===== config.mk =====
export PLATFORM = sky130hd
export DESIGN_NAME = grid_raycast_column_renderer
export DESIGN_NICKNAME = d
export VERILOG_FILES = /design/src/hw/rtl/grc_pkg.sv /design/src/hw/rtl/grc_march.sv /design/src/hw/rtl/grc_div.sv /design/src/hw/rtl/grid_raycast_column_renderer.sv
export SDC_FILE = /design/constraint.sdc
export NUM_CORES = 1
export LEC_CHECK = 0
export ABC_AREA = 1
export BUFFER_PORTS_ARGS = -buffer_cell sky130_fd_sc_hd__buf_4
export CAP_MARGIN = 20
export CORE_MARGIN = 10
export CORE_UTILIZATION = 60
export CTS_CLUSTER_DIAMETER = 30
export DETAILED_ROUTE_END_ITERATION = 7
export PLACE_DENSITY = 0.88
export SETUP_SLACK_MARGIN = 0.05
export SLEW_MARGIN = 15
export SYNTH_ARGS = -nofsm -noshare
export SYNTH_HDL_FRONTEND = slang
export SYNTH_SLANG_ARGS = --single-unit

===== constraint.sdc =====
create_clock -name clk -period 29.3 [get_ports clk]
set_input_delay 5.86 -clock clk [delete_from_list [all_inputs] [get_ports clk]]
set_output_delay 5.86 -clock clk [all_outputs]
set_load 0.01 [all_outputs]

===== src/hw/rtl/grc_pkg.sv =====
// shared constants, types and tables of the grid raycast column renderer
package grc_pkg;

    // screen, map and march geometry
    localparam int SCREEN_WIDTH  = 120;
    localparam int SCREEN_HEIGHT = 40;
    localparam int MAP_SIDE      = 16;
    localparam int MAX_STEPS     = 160;

    // angles in 4096 units per turn
    localparam int FOV_UNITS    = 512;
    localparam int HALF_FOV     = FOV_UNITS / 2;
    localparam int QUARTER_TURN = 1024;

    // ray coordinates are scaled by 10 * 16384 = 5 << 15
    localparam int COORD_SCALE = 163840;
    localparam int POS_SCALE   = 640;
    localparam int FRAC_SHIFT  = 15;
    localparam int DIV5_MUL    = 205;
    localparam int DIV5_SHIFT  = 10;

    // field widths
    localparam int COLUMN_W      = 7;
    localparam int POS_W         = 12;
    localparam int ANGLE_W       = 12;
    localparam int TRIG_W        = 16;
    localparam int ROW_FIELD_W   = 6;
    localparam int GLYPH_W       = 3;
    localparam int STEPS_FIELD_W = 8;
    localparam int OUT_FIELDS_W  = ROW_FIELD_W + GLYPH_W + STEPS_FIELD_W;
    localparam int IN_TDATA_W    = 48;
    localparam int OUT_TDATA_W   = 24;

    // configuration port
    localparam int CFG_INDEX_W  = 8;
    localparam int CFG_DATA_W   = 64;
    localparam int MAP_BITS     = 4 * CFG_DATA_W;
    localparam int MAP_ROW_BITS = 16;
    localparam int MAP_IDX_W    = $clog2(MAP_BITS);

    localparam logic [CFG_INDEX_W-1:0] REG_MAP_A = CFG_INDEX_W'(0);
    localparam logic [CFG_INDEX_W-1:0] REG_MAP_B = CFG_INDEX_W'(1);
    localparam logic [CFG_INDEX_W-1:0] REG_MAP_C = CFG_INDEX_W'(2);
    localparam logic [CFG_INDEX_W-1:0] REG_MAP_D = CFG_INDEX_W'(3);

    // internal widths
    localparam int STEP_W = $clog2(MAX_STEPS + 1);
    localparam int ROW_W  = $clog2(SCREEN_HEIGHT);
    localparam int TILE_W = $clog2(MAP_SIDE);
    localparam int Q_W    = $clog2(MAP_SIDE * 5);
    localparam int ACC_W  = $clog2(4095 * POS_SCALE + MAX_STEPS * 16384 + 1) + 1;
    localparam int NUM_W  = $clog2(SCREEN_HEIGHT * (MAX_STEPS + 20) + 1);
    localparam int DEN_W  = $clog2(2 * MAX_STEPS + 1);
    localparam int CEIL_W = NUM_W + 1;

    localparam logic signed [ACC_W-1:0] SCALE_NEG = ACC_W'(-COORD_SCALE);
    localparam logic signed [ACC_W-1:0] SCALE_END = ACC_W'(MAP_SIDE * COORD_SCALE);

    // glyph codes
    typedef logic [GLYPH_W-1:0] glyph_t;
    localparam glyph_t GLYPH_SPACE = 3'd0;
    localparam glyph_t GLYPH_BLOCK = 3'd1;
    localparam glyph_t GLYPH_HASH  = 3'd2;
    localparam glyph_t GLYPH_X     = 3'd3;
    localparam glyph_t GLYPH_DOT   = 3'd4;
    localparam glyph_t GLYPH_DASH  = 3'd5;

    // quarter-wave sine, Q1.14, 17 points
    typedef logic [14:0] sine_tab_t [0:16];
    localparam sine_tab_t QUARTER_SINE = '{
        15'd0, 15'd1606, 15'd3196, 15'd4756, 15'd6270, 15'd7723, 15'd9102, 15'd10394,
        15'd11585, 15'd12665, 15'd13623, 15'd14449, 15'd15137, 15'd15679, 15'd16069,
        15'd16305, 15'd16384
    };

    // angle offset of each screen column inside the field of view
    typedef logic [ANGLE_W-1:0] col_off_tab_t [0:(1 << COLUMN_W) - 1];

    function automatic col_off_tab_t build_col_off_tab();
        col_off_tab_t tab;
        for (int i = 0; i < (1 << COLUMN_W); i++)
        begin
            tab[i] = ANGLE_W'((i * FOV_UNITS) / SCREEN_WIDTH);
        end
        return tab;
    endfunction

    localparam col_off_tab_t COL_OFF_TAB = build_col_off_tab();

    // sequencer states
    typedef enum logic [2:0] {
        ST_IDLE,
        ST_SIN,
        ST_COS,
        ST_LOAD,
        ST_MARCH,
        ST_DIV,
        ST_EMIT
    } state_t;

    // control and status between sequencer and units
    typedef struct packed {
        logic                     start;
        logic [POS_W-1:0]         pos_x;
        logic [POS_W-1:0]         pos_y;
        logic signed [TRIG_W-1:0] rate_x;
        logic signed [TRIG_W-1:0] rate_y;
    } march_ctrl_t;

    typedef struct packed {
        logic              done;
        logic [STEP_W-1:0] steps;
    } march_stat_t;

    typedef struct packed {
        logic              start;
        logic [STEP_W-1:0] steps;
    } div_ctrl_t;

    typedef struct packed {
        logic                     done;
        logic signed [CEIL_W-1:0] quotient;
    } div_stat_t;

endpackage


===== src/hw/rtl/grc_march.sv =====
// ray march unit: one 0.1 tile step per cycle with map lookup
module grc_march (
    input  logic                          clk,
    input  logic                          rst_n,
    input  grc_pkg::march_ctrl_t          ctrl,
    input  logic [grc_pkg::MAP_BITS-1:0]  map_bits,
    output grc_pkg::march_stat_t          stat
);
    import grc_pkg::*;

    typedef struct packed {
        logic              outside;
        logic [TILE_W-1:0] idx;
    } tile_t;

    function automatic tile_t tile_of(input logic signed [ACC_W-1:0] scaled);
        tile_t            t;
        logic [Q_W-1:0]   q;
        logic [Q_W+7:0]   prod;
        t.outside = 1'b0;
        t.idx     = '0;
        q         = scaled[FRAC_SHIFT +: Q_W];
        // q / 5 by reciprocal, exact for q below 80
        prod      = (Q_W+8)'(q) * (Q_W+8)'(DIV5_MUL);
        if (scaled <= SCALE_NEG)
        begin
            t.outside = 1'b1;
        end
        else if (scaled < 0)
        begin
            t.idx = '0;
        end
        else if (scaled >= SCALE_END)
        begin
            t.outside = 1'b1;
        end
        else
        begin
            t.idx = TILE_W'(prod >> DIV5_SHIFT);
        end
        return t;
    endfunction

    logic                     busy_reg;
    logic                     done_reg;
    logic [STEP_W-1:0]        k_reg;
    logic [STEP_W-1:0]        steps_reg;
    logic signed [ACC_W-1:0]  acc_x_reg;
    logic signed [ACC_W-1:0]  acc_y_reg;
    logic signed [ACC_W-1:0]  rate_x_reg;
    logic signed [ACC_W-1:0]  rate_y_reg;

    tile_t                    tile_x;
    tile_t                    tile_y;
    logic [MAP_IDX_W-1:0]     map_idx;
    logic                     wall;

    assign tile_x  = tile_of(acc_x_reg);
    assign tile_y  = tile_of(acc_y_reg);
    assign map_idx = MAP_IDX_W'(tile_x.idx) * MAP_IDX_W'(MAP_ROW_BITS) + MAP_IDX_W'(tile_y.idx);
    assign wall    = map_bits[map_idx];

    assign stat.done  = done_reg;
    assign stat.steps = steps_reg;

    always_ff @(posedge clk or negedge rst_n)
    begin
        if (!rst_n)
        begin
            busy_reg <= 1'b0;
            done_reg <= 1'b0;
            k_reg    <= '0;
        end
        else
        begin
            done_reg <= 1'b0;
            if (ctrl.start)
            begin
                busy_reg <= 1'b1;
                k_reg    <= STEP_W'(1);
            end
            else if (busy_reg)
            begin
                if (tile_x.outside || tile_y.outside || wall || k_reg == STEP_W'(MAX_STEPS))
                begin
                    busy_reg <= 1'b0;
                    done_reg <= 1'b1;
                end
                else
                begin
                    k_reg <= k_reg + STEP_W'(1);
                end
            end
        end
    end

    // datapath: first step loaded at start, then one add per axis per cycle while busy
    always_ff @(posedge clk)
    begin
        if (ctrl.start)
        begin
            acc_x_reg  <= ACC_W'(ctrl.pos_x) * ACC_W'(POS_SCALE) + ACC_W'(ctrl.rate_x);
            acc_y_reg  <= ACC_W'(ctrl.pos_y) * ACC_W'(POS_SCALE) + ACC_W'(ctrl.rate_y);
            rate_x_reg <= ACC_W'(ctrl.rate_x);
            rate_y_reg <= ACC_W'(ctrl.rate_y);
        end
        else if (busy_reg)
        begin
            acc_x_reg <= acc_x_reg + rate_x_reg;
            acc_y_reg <= acc_y_reg + rate_y_reg;
            if (tile_x.outside || tile_y.outside)
            begin
                steps_reg <= STEP_W'(MAX_STEPS);
            end
            else
            begin
                steps_reg <= k_reg;
            end
        end
    end

endmodule


===== src/hw/rtl/grc_div.sv =====
// restoring divider for the ceiling row, one quotient bit per cycle
module grc_div (
    input  logic                 clk,
    input  logic                 rst_n,
    input  grc_pkg::div_ctrl_t   ctrl,
    output grc_pkg::div_stat_t   stat
);
    import grc_pkg::*;

    localparam int CNT_W = $clog2(NUM_W + 1);
    localparam logic [NUM_W-1:0] OFFSET = NUM_W'(20 * SCREEN_HEIGHT);

    logic                busy_reg;
    logic                done_reg;
    logic [CNT_W-1:0]    cnt_reg;
    logic                neg_reg;
    logic [NUM_W-1:0]    dvd_reg;
    logic [DEN_W-1:0]    den_reg;
    logic [DEN_W-1:0]    rem_reg;

    logic [NUM_W-1:0]    prod;
    logic [DEN_W:0]      shifted;
    logic                fits;

    assign prod    = NUM_W'(ctrl.steps) * NUM_W'(SCREEN_HEIGHT);
    assign shifted = {rem_reg, dvd_reg[NUM_W-1]};
    assign fits    = shifted >= {1'b0, den_reg};

    assign stat.done     = done_reg;
    assign stat.quotient = neg_reg ? -CEIL_W'(dvd_reg) : CEIL_W'(dvd_reg);

    always_ff @(posedge clk or negedge rst_n)
    begin
        if (!rst_n)
        begin
            busy_reg <= 1'b0;
            done_reg <= 1'b0;
            cnt_reg  <= '0;
        end
        else
        begin
            done_reg <= 1'b0;
            if (ctrl.start)
            begin
                busy_reg <= 1'b1;
                cnt_reg  <= CNT_W'(NUM_W);
            end
            else if (busy_reg)
            begin
                cnt_reg <= cnt_reg - CNT_W'(1);
                if (cnt_reg == CNT_W'(1))
                begin
                    busy_reg <= 1'b0;
                    done_reg <= 1'b1;
                end
            end
        end
    end

    always_ff @(posedge clk)
    begin
        if (ctrl.start)
        begin
            // sign and magnitude of H*n - 20*H, divisor 2n
            if (prod >= OFFSET)
            begin
                dvd_reg <= prod - OFFSET;
                neg_reg <= 1'b0;
            end
            else
            begin
                dvd_reg <= OFFSET - prod;
                neg_reg <= 1'b1;
            end
            den_reg <= DEN_W'(ctrl.steps) << 1;
            rem_reg <= '0;
        end
        else if (busy_reg)
        begin
            if (fits)
            begin
                rem_reg <= DEN_W'(shifted - {1'b0, den_reg});
            end
            else
            begin
                rem_reg <= DEN_W'(shifted);
            end
            dvd_reg <= {dvd_reg[NUM_W-2:0], fits};
        end
    end

endmodule


===== src/hw/rtl/grid_raycast_column_renderer.sv =====
// top level: one screen column per input beat, 40 glyph beats out
// first glyph: after accept, a column passes the sine, cosine, load, march and divide states
// column time: one column in flight; the next is accepted only after this one's last glyph
//   the march unit, at one step per cycle, sets the part that grows with the steps
// the ceiling divide and the 40 output beats set the rest
// reset: asynchronous, active low; map words clear to no walls, block returns to idle
module grid_raycast_column_renderer (
    input  logic                               clk,
    input  logic                               rst_n,
    // input stream
    input  logic                               s_axis_tvalid,
    output logic                               s_axis_tready,
    // column, pos_x, pos_y, heading, zero pad
    input  logic [grc_pkg::IN_TDATA_W-1:0]     s_axis_tdata,
    // output stream
    output logic                               m_axis_tvalid,
    input  logic                               m_axis_tready,
    // row, glyph, hit_steps, zero pad
    output logic [grc_pkg::OUT_TDATA_W-1:0]    m_axis_tdata,
    output logic                               m_axis_tlast,
    // map register writes
    input  logic                               cfg_valid,
    output logic                               cfg_ready,
    input  logic [grc_pkg::CFG_INDEX_W-1:0]    cfg_index,
    input  logic [grc_pkg::CFG_DATA_W-1:0]     cfg_data
);
    import grc_pkg::*;

    // piecewise linear sine over a quarter wave, Q1.14
    function automatic logic signed [TRIG_W-1:0] sine_q14(input logic [ANGLE_W-1:0] a);
        logic [1:0]  quad;
        logic [10:0] p;
        logic [3:0]  idx;
        logic [5:0]  frac;
        logic [14:0] base;
        logic [14:0] diff;
        logic [16:0] prod;
        logic [14:0] v;
        quad = a[ANGLE_W-1 -: 2];
        p    = {1'b0, a[ANGLE_W-3:0]};
        if (quad[0])
        begin
            p = 11'(QUARTER_TURN) - p;
        end
        idx  = p[9:6];
        frac = p[5:0];
        base = QUARTER_SINE[idx];
        diff = QUARTER_SINE[{1'b0, idx} + 5'd1] - base;
        prod = 17'(diff) * 17'(frac) + 17'd32;
        if (p[10])
        begin
            v = QUARTER_SINE[16];
        end
        else
        begin
            v = base + 15'(prod >> 6);
        end
        return quad[1] ? -TRIG_W'(v) : TRIG_W'(v);
    endfunction

    // glyph of one row given the ceiling row
    function automatic glyph_t glyph_of(input logic [ROW_W-1:0] y,
                                        input logic signed [CEIL_W-1:0] ceil);
        logic signed [CEIL_W+1:0] ys;
        logic signed [CEIL_W+1:0] cs;
        logic signed [CEIL_W+1:0] fl;
        logic [15:0]              rem;
        glyph_t                   g;
        ys  = (CEIL_W+2)'(y);
        cs  = (CEIL_W+2)'(ceil);
        fl  = (CEIL_W+2)'(SCREEN_HEIGHT) - cs;
        rem = 16'(SCREEN_HEIGHT) - 16'(y);
        if (ys < cs)
        begin
            g = GLYPH_SPACE;
        end
        else if (ys > cs && ys <= fl)
        begin
            g = GLYPH_BLOCK;
        end
        // floor shading bands; the ceiling row itself lands here too
        else if (rem * 16'd8 < 16'(SCREEN_HEIGHT))
        begin
            g = GLYPH_HASH;
        end
        else if (rem * 16'd4 < 16'(SCREEN_HEIGHT))
        begin
            g = GLYPH_X;
        end
        else if (rem * 16'd8 < 16'(3 * SCREEN_HEIGHT))
        begin
            g = GLYPH_DOT;
        end
        else if (rem * 16'd20 < 16'(9 * SCREEN_HEIGHT))
        begin
            g = GLYPH_DASH;
        end
        else
        begin
            g = GLYPH_SPACE;
        end
        return g;
    endfunction

    // sequencer
    state_t                   state_reg;
    state_t                   state_next;

    // map words
    logic [CFG_DATA_W-1:0]    map_a_reg;
    logic [CFG_DATA_W-1:0]    map_b_reg;
    logic [CFG_DATA_W-1:0]    map_c_reg;
    logic [CFG_DATA_W-1:0]    map_d_reg;
    logic [MAP_BITS-1:0]      map_bits;

    // column working registers
    logic [ANGLE_W-1:0]       angle_reg;
    logic [POS_W-1:0]         pos_x_reg;
    logic [POS_W-1:0]         pos_y_reg;
    logic signed [TRIG_W-1:0] rate_x_reg;
    logic signed [TRIG_W-1:0] rate_y_reg;
    logic [STEP_W-1:0]        steps_reg;
    logic signed [CEIL_W-1:0] ceil_reg;
    logic [ROW_W-1:0]         row_reg;
    glyph_t                   glyph_reg;

    // input beat fields
    logic [COLUMN_W-1:0]      in_column;
    logic [POS_W-1:0]         in_pos_x;
    logic [POS_W-1:0]         in_pos_y;
    logic [ANGLE_W-1:0]       in_heading;

    logic                     in_beat;
    logic                     out_beat;
    logic                     last_row;
    logic [ANGLE_W-1:0]       trig_arg;
    logic signed [TRIG_W-1:0] trig_val;

    march_ctrl_t              march_ctrl;
    march_stat_t              march_stat;
    div_ctrl_t                div_ctrl;
    div_stat_t                div_stat;

    assign in_column  = s_axis_tdata[0 +: COLUMN_W];
    assign in_pos_x   = s_axis_tdata[COLUMN_W +: POS_W];
    assign in_pos_y   = s_axis_tdata[COLUMN_W + POS_W +: POS_W];
    assign in_heading = s_axis_tdata[COLUMN_W + 2 * POS_W +: ANGLE_W];

    assign in_beat  = s_axis_tvalid && s_axis_tready;
    assign out_beat = m_axis_tvalid && m_axis_tready;
    assign last_row = row_reg == ROW_W'(SCREEN_HEIGHT - 1);

    // one trig evaluator, sine first then cosine as sine a quarter turn ahead
    assign trig_arg = (state_reg == ST_SIN) ? angle_reg : angle_reg + ANGLE_W'(QUARTER_TURN);
    assign trig_val = sine_q14(trig_arg);

    assign map_bits = {map_d_reg, map_c_reg, map_b_reg, map_a_reg};

    assign march_ctrl.start  = state_reg == ST_LOAD;
    assign march_ctrl.pos_x  = pos_x_reg;
    assign march_ctrl.pos_y  = pos_y_reg;
    assign march_ctrl.rate_x = rate_x_reg;
    assign march_ctrl.rate_y = rate_y_reg;

    assign div_ctrl.start = (state_reg == ST_MARCH) && march_stat.done;
    assign div_ctrl.steps = march_stat.steps;

    assign m_axis_tdata = {{(OUT_TDATA_W - OUT_FIELDS_W){1'b0}},
                           STEPS_FIELD_W'(steps_reg), glyph_reg, ROW_FIELD_W'(row_reg)};
    assign m_axis_tlast = last_row;

    // map words are only written while the block is idle
    assign cfg_ready = state_reg == ST_IDLE;

    grc_march u_march (
        .clk      (clk),
        .rst_n    (rst_n),
        .ctrl     (march_ctrl),
        .map_bits (map_bits),
        .stat     (march_stat)
    );

    grc_div u_div (
        .clk   (clk),
        .rst_n (rst_n),
        .ctrl  (div_ctrl),
        .stat  (div_stat)
    );

    always_ff @(posedge clk or negedge rst_n)
    begin
        if (!rst_n)
        begin
            state_reg <= ST_IDLE;
        end
        else
        begin
            state_reg <= state_next;
        end
    end

    always_comb
    begin
        state_next    = state_reg;
        s_axis_tready = 1'b0;
        m_axis_tvalid = 1'b0;
        unique case (state_reg)
            ST_IDLE:
            begin
                s_axis_tready = 1'b1;
                if (s_axis_tvalid)
                begin
                    state_next = ST_SIN;
                end
            end
            ST_SIN:
            begin
                state_next = ST_COS;
            end
            ST_COS:
            begin
                state_next = ST_LOAD;
            end
            ST_LOAD:
            begin
                state_next = ST_MARCH;
            end
            ST_MARCH:
            begin
                if (march_stat.done)
                begin
                    state_next = ST_DIV;
                end
            end
            ST_DIV:
            begin
                if (div_stat.done)
                begin
                    state_next = ST_EMIT;
                end
            end
            ST_EMIT:
            begin
                m_axis_tvalid = 1'b1;
                if (m_axis_tready && last_row)
                begin
                    state_next = ST_IDLE;
                end
            end
            default:
            begin
                state_next = ST_IDLE;
            end
        endcase
    end

    // map register writes, unknown indexes dropped
    always_ff @(posedge clk or negedge rst_n)
    begin
        if (!rst_n)
        begin
            map_a_reg <= '0;
            map_b_reg <= '0;
            map_c_reg <= '0;
            map_d_reg <= '0;
        end
        else if (cfg_valid && cfg_ready)
        begin
            unique case (cfg_index)
                REG_MAP_A: map_a_reg <= cfg_data;
                REG_MAP_B: map_b_reg <= cfg_data;
                REG_MAP_C: map_c_reg <= cfg_data;
                REG_MAP_D: map_d_reg <= cfg_data;
                default:   ;
            endcase
        end
    end

    // column datapath
    always_ff @(posedge clk)
    begin
        if (in_beat)
        begin
            // heading - fov/2 + column offset, wrapping once per turn
            angle_reg <= in_heading - ANGLE_W'(HALF_FOV) + COL_OFF_TAB[in_column];
            pos_x_reg <= in_pos_x;
            pos_y_reg <= in_pos_y;
        end
        if (state_reg == ST_SIN)
        begin
            rate_x_reg <= trig_val;
        end
        if (state_reg == ST_COS)
        begin
            rate_y_reg <= trig_val;
        end
        if (div_ctrl.start)
        begin
            steps_reg <= march_stat.steps;
        end
        if (state_reg == ST_DIV && div_stat.done)
        begin
            ceil_reg  <= div_stat.quotient;
            row_reg   <= '0;
            glyph_reg <= glyph_of('0, div_stat.quotient);
        end
        else if (out_beat && !last_row)
        begin
            row_reg   <= row_reg + ROW_W'(1);
            glyph_reg <= glyph_of(row_reg + ROW_W'(1), ceil_reg);
        end
    end

endmodule


# Word-level counts from Yosys, hierarchy flattened
# Memory sizes are Yosys's and may differ from the RTL's.
# Index checks and enable logic that the tools add are counted.
dict set report totals {
  regBits 485
  romBits 2496
  input_bits 125
  out_inout_bits 28
  wordCells 198
  n_memories 3
}
# name words width read_ports rd_ports_with_merged_regs write_ports line
set memory_table {}
lappend memory_table {{(name not given)} 128 12 1 0 0 grid_raycast_column_renderer.sv:285} ;# angle_reg <= in_heading - ANGLE_W'(HALF_FOV) + COL_OFF_TAB[in_column];
lappend memory_table {{(name not given)} 32 15 1 0 0 grid_raycast_column_renderer.sv:48} ;# diff = QUARTER_SINE[{1'b0, idx} + 5'd1] - base;
lappend memory_table {{(name not given)} 32 15 1 0 0 grid_raycast_column_renderer.sv:47} ;# base = QUARTER_SINE[idx];
dict set report classes {
  addsub 24
  mul 7
  n_lt_le_gt_ge 22
  n_eq_ne 17
  n_mux 68
  bitwise_logic 4
  n_reduce_logical 25
}
# operator n
set op_table {}
lappend op_table {{24-bit 2-to-1 mux} 4}
lappend op_table {{15-bit 2-to-1 mux} 5}
lappend op_table {{23-bit by 16-bit adder with 24-bit output} 2}
lappend op_table {{24-bit by 16-bit adder with 24-bit output} 2}
lappend op_table {{24-bit by 23-bit >= comparator with 1-bit output, second input constant} 2}
lappend op_table {{24-bit by 19-bit <= comparator with 1-bit output, second input constant} 2}
lappend op_table {{24-bit by 1-bit < comparator with 1-bit output, second input constant} 2}
lappend op_table {{13-bit 2-to-1 mux} 3}
lappend op_table {{12-bit 2-to-1 mux} 3}
lappend op_table {{3-bit 2-to-1 mux} 12}
lappend op_table {{16-bit by 6-bit < comparator with 1-bit output, second input constant} 2}
lappend op_table {{4-bit 2-to-1 mux} 8}
lappend op_table {{12-bit by 3-bit multiplier with 15-bit output, second input constant} 2}
lappend op_table {{7-bit by 14-bit subtractor with 15-bit output, first input constant} 2}
lappend op_table {{7-bit by 8-bit multiplier with 14-bit output, second input constant} 2}
lappend op_table {{1-bit 2-to-1 mux} 24}
lappend op_table {{8-bit 2-to-1 mux} 3}
lappend op_table {{3-bit case mux with 7 select lines} 1}
lappend op_table {{17-bit by 6-bit adder with 17-bit output, second input constant} 1}
lappend op_table {{15-bit by 6-bit multiplier with 17-bit output} 1}
lappend op_table {{8-bit by 2-bit == test with 1-bit output, second input constant} 2}
lappend op_table {{16-bit by 7-bit < comparator with 1-bit output, second input constant} 1}
lappend op_table {{16-bit by 9-bit < comparator with 1-bit output, second input constant} 1}
lappend op_table {{16-bit by 3-bit multiplier with 14-bit output, second input constant} 1}
lappend op_table {{56 further kinds} 79}

# Logic depth before layout (Yosys ltp)
dict set report logic_depth {
  depth_word 16
  depth_mapped 60
  depth_no_buf 57
}

# By module
# Synthesis repeated with hierarchy kept, for this count alone.
dict set report unflattened {
  hier_cells 4489
  hier_area_um2 35775.6
}
# mod instances cells_per_inst area_per_inst_um2 seq_area_each_um2
set by_module_without_submodules {}
lappend by_module_without_submodules {grid_raycast_column_renderer 1 2290 20111.8 9394.0}
lappend by_module_without_submodules {grc_march 1 1831 12856.1 2892.8}
lappend by_module_without_submodules {grc_div 1 368 2807.7 991.0}

# Least setup slack after synthesis
# Ideal clock, no wire load.
dict set report synth_path {
  path_type {register to register}
  from {register state_reg[1]}
  to {register rate_x_reg[14] (data pin)}
  setup_time_ns 0.257
  arrival_time_ns 9.779
  required_time_ns 29.043
  path_slack_ns 19.264
  stages_incl_launch_ff 57
  path_buffers 1
  synth_period_minus_slack_ns 10.036
  path_cell_list {dfrtp_1 > inv_1 > nand2_2 > nor2_2 > nand2_1 > nand2_4 > a31oi_1 > xnor2_2 > inv_1 > ha_1 > ha_1 > clkbuf_1 > inv_1 > nand2_1 > nand2_1 > inv_1 > nand2_1 > a21oi_1 > (+21 left out) > xnor2_1 > ha_1 > inv_1 > nor3_1 > o21ai_0 > o2111ai_1 > nand2_1 > inv_1 > o21ai_0 > nand2_1 > nand2_1 > nor2_1 > nand2_1 > nand3_1 > nand4_1 > nand2_1 > xor2_1 > inv_1}
}
dict set report synth_via {
  elab_chain_len 16
  elab_cells_between_ends 20
  cone_classes {add/sub: 6; mul: 1; eq/ne: 1; mux: 8; bitwise: 2; memory: 2}
}
# element line
set synth_rtl {}
lappend synth_rtl {{from (decl)} grid_raycast_column_renderer.sv:106} ;# state_t state_reg;
lappend synth_rtl {{from (signal assigned)} grid_raycast_column_renderer.sv:198} ;# state_reg <= state_next;
lappend synth_rtl {{3-bit by 1-bit == test with 1-bit output (*)} grid_raycast_column_renderer.sv:154} ;# assign trig_arg = (state_reg == ST_SIN) ? angle_reg : angle_reg + ANGLE_W'(QUARTER_TURN);
lappend synth_rtl {{12-bit 2-to-1 mux (*)} grid_raycast_column_renderer.sv:154}
lappend synth_rtl {{11-bit by 10-bit subtractor with 11-bit output} grid_raycast_column_renderer.sv:43} ;# p = 11'(QUARTER_TURN) - p;
lappend synth_rtl {{11-bit 2-to-1 mux} grid_raycast_column_renderer.sv:41} ;# if (quad[0])
lappend synth_rtl {{4-bit by 1-bit adder with 5-bit output} grid_raycast_column_renderer.sv:48}
lappend synth_rtl {{5-bit inverter with 6-bit output (not written as such)} grid_raycast_column_renderer.sv:48}
lappend synth_rtl {{memory 32 x 15 bit} n/a}
lappend synth_rtl {{15-bit 2-to-1 mux (not written as such) (2 in series)} grid_raycast_column_renderer.sv:48}
lappend synth_rtl {{15-bit subtractor} grid_raycast_column_renderer.sv:48}
lappend synth_rtl {{15-bit by 6-bit multiplier with 17-bit output} grid_raycast_column_renderer.sv:49} ;# prod = 17'(diff) * 17'(frac) + 17'd32;
lappend synth_rtl {{17-bit by 6-bit adder with 17-bit output} grid_raycast_column_renderer.sv:49}
lappend synth_rtl {{15-bit by 11-bit adder with 15-bit output} grid_raycast_column_renderer.sv:56} ;# v = base + 15'(prod >> 6);
lappend synth_rtl {{15-bit 2-to-1 mux} grid_raycast_column_renderer.sv:50} ;# if (p[10])
lappend synth_rtl {{15-bit negation with 16-bit output} grid_raycast_column_renderer.sv:58} ;# return quad[1] ? -TRIG_W'(v) : TRIG_W'(v);
lappend synth_rtl {{16-bit 2-to-1 mux (*)} grid_raycast_column_renderer.sv:58}
lappend synth_rtl {{net trig_val[14]} grid_raycast_column_renderer.sv:137} ;# logic signed [TRIG_W-1:0] trig_val;
lappend synth_rtl {{to (signal assigned)} grid_raycast_column_renderer.sv:291} ;# rate_x_reg <= trig_val;
lappend synth_rtl {{to (decl)} grid_raycast_column_renderer.sv:120} ;# logic signed [TRIG_W-1:0] rate_x_reg;
# Mark *: on every way through the listed nets, which the timed path passes. The rest lies on a longest branch. The select of a mux whose other input is x is not followed.
# A chain may end at the register's enable or synchronous reset.

# Worst setup path in the final report
# Ends and elaborated chain as after synthesis.

==> summary.txt <==
Crit. End Element - flip-flop
Crit path top cell by count - nand2_1
# clock sinks - 485
H-tree Lvls - 3
Clock Root Buffer - clkbuf_16
Chip Height - 261 um
CP Class - flip-flop to flip-flop
Fin crit share - 41.8%
CTS Hold Bufs - 0
Row count - 88
Initial Util - 60.4%
ANT cells - 0
Leakage - 0.0192 uW
Routed via count - 30900
Largest delay share family, worst path - adder cells
Final setup fails - 0
Total GRT Usage - 25.8%
Synth area leader - dfrtp_1
Post-CTS Setup Bufs - 0
Synth area leaders - dfrtp_1 20%, edfxtp_1 17%, ha_1 12%
Mapped cell area - 34700 um^2
Pins Over Slew Limit - 0
FMAX - 0.0816 GHz
Clock Tree Buf Depth - 3
Post-route DRC - 0
Iteration-0 DRC Markers - 3007
Placed insts - 5103
Post-synth EDFFs - 195
Post-route ant nets - 0
Avg Vias per Cell - 5.83
Final Hold Vio Count - 0
Core area - 57500 um^2
Largest net degree at the start of global routing - 129
Post-Synthesis Cells - 4322
Skew-Pair Late Insertion Delay - 0.64 ns
FF-to-FF setup slack - 17.04 ns
Area grow syn2layout - 15.0%
Initial antenna violation count - 1
Grt total ovfl - 0
Non-filler instance count after layout - 5296
Top FF cell, synth - dfrtp_1
Tmin final - 12.26 ns
IO buf count - 140
Met1 wire length - 34900 um
Worst path arrival time - 12.63 ns
Setup TNS - 0 ns
WL met3 - 7420 um
Yosys warning count - 0
Max-cap violations - 0
Die area - 67900 um^2
Final WL - 89000 um
CTS tree - built
DPL Wire Length - 58900 um
Clock transition at path regs - 0.05 ns
Unique masters post-synth - 71
Async set-reset flop share out of synthesis - 56.7%
Sequential area share after synthesis - 37.5%
Slew @ Worst Pin - 1.15 ns
RSZ-0062 raised after global routing - false
Yosys reg bits - 485
Worst Skew - 0.0306 ns
Avg WL per Cell - 16.8 um
Final core utilization - 69.5%
PwrDens - 48.9 nW/um^2
Placer Congestion - 0.938
First-pass GRT wire length - 147000 um
Top cell type's share of synthesized area - 19.8%
Uppermost layer routed - met5
Num CTS Buffers - 101
Largest vdd supply drop - 0.0452 mV
CP required - 29.68 ns
NumNets Final - 4988
Critical Path Fanout Max - 17
Crit path launch type - flip-flop
Buf/Inv on CP - 9
Fill count - 4081
Vias in the first global route - 30600
Worst path max stage delay - 0.79 ns
Hold Path Class - flip-flop to flip-flop
WL met2 - 43600 um
Outcome - complete, no violations
Post-CTS Resized - 0
Slew margin rel. - 23.4%
DRT Pass-1 Iters - 6
Crit-path slowest cell - nor2_2
Die W - 261 um
Average size of a mapped cell - 8.04 um^2
Share of layout cells above drive strength 1 - 9.14%
Ports - 153
-- power breakdown --
| group | switching [uW] | internal (uW) |
|---|---|---|
| registers | 0.200 | 707 |
| clock network | 398 | 792 |
| logic | 36.1 | 22.6 |
| total | 434 | 1520 |
-- layout by cell type, fill, tap and decap left out, types with 10 or more instances in the layout --
cell type,Yosys,layout
nor2_1,280,278
clkbuf_16,0,104
inv_1,523,523
edfxtp_1,195,195
o21bai_1,16,16
clkinvlp_4,0,11
o21ai_0,448,448
a21oi_1,208,208
or2_2,14,14
xnor2_1,36,36
nor4_1,17,17
inv_6,0,16
dfrtp_1,275,275
o22ai_1,17,17
o211ai_1,13,13
a211oi_1,15,15
dfxtp_1,15,15
nand2_1,1022,1016
o221ai_1,10,10
buf_4,15,159
clkinv_2,0,19
nand3_1,352,351
nand4_1,26,26
fa_1,75,75
nor3_1,33,33
ha_1,344,344
o21ai_1,12,12
xor2_1,100,100
bufinv_16,0,14
o31ai_1,12,12
-- cells by family (layout without fill, tap and decap cells) --
group | count (synthesis) | count (layout) | share of synthesized area (%)
AO/OA/AOI/OAI | 804 | 804 | 12.7
XOR/XNOR | 139 | 139 | 3.63
adder cells (fa/ha/maj) | 419 | 419 | 16.7
buffers and inverters | 687 | 890 | 7.75
flip-flops | 485 | 485 | 37.5
other | 1 | 7 | 0.0108
AND/OR/NAND/NOR | 1787 | 1787 | 21.7
-- final timing paths --
check                                                  end  depth (start not counted)                     start
max reg2reg                       rate_x_reg[14]$_DFFE_PP_                         55  state_reg[1]$_DFFE_PN0P_
min in group asynchronous        map_a_reg[42]$_DFFE_PN0P_                          1                     rst_n
max in group asynchronous        map_d_reg[57]$_DFFE_PN0P_                          2                     rst_n
min reg2reg                u_march.rate_x_reg[1]$_DFFE_PP_                          0   rate_x_reg[1]$_DFFE_PP_
max                               rate_x_reg[14]$_DFFE_PP_                         55  state_reg[1]$_DFFE_PN0P_
min                        u_march.rate_x_reg[1]$_DFFE_PP_                          0   rate_x_reg[1]$_DFFE_PP_
-- synth_stat cells (all sizes together) (4+ instances only) --
cell type and n:
a211oi 15, a21boi 4, a21o 8, a21oi 208
a31oi 8, a41oi 5, buf 51, clkbuf 98
clkinv 4, dfrtp 275, dfxtp 15, edfxtp 195
fa 75, ha 344, inv 534, nand2 1030
nand3 355, nand3b 4, nand4 28, nor2 292
nor3 35, nor4 18, o2111ai 8, o211ai 13
o21a 5, o21ai 462, o21bai 16, o221ai 10
o22ai 17, o31ai 12, or2 17, xnor2 37
xor2 102
-- metal layers --
| layer | up-vias | global-route usage, % |
|---|---|---|
| met4 | 2 | 11.4 |
| met3 | 260 | 4.76 |
| met1 | 14500 | 31.8 |
| li1 | 14700 | - |
| met2 | 1470 | 43.7 |
| met5 | - | 0 |
-- through the flow --
step                      total power (uW)  setup WS (ns)  hold slack, ns  area [um^2]
after global placement                 775          17.53           0.429        36300
after detailed placement               776          17.27           0.437        36300
after floorplan                        747          19.26           0.427        34800
final                                 1960          17.04           0.446        39900
after CTS                             1960          17.21           0.444        39900
after global routing                  2010          16.16           0.462        39900
-- cell type report --
class	count	area, um^2	share of cell area, %
Clock buffer	115	2700	6.77
Clock inverter	75	883	2.21
Tap cell	765	957	2.40
Inverter	538	2030	5.07
Timing Repair Buffer	162	1240	3.10
Multi-Input combinational cell	3156	19100	47.8
Sequential cell	485	13000	32.6
(Power assumes the default switching activity.)
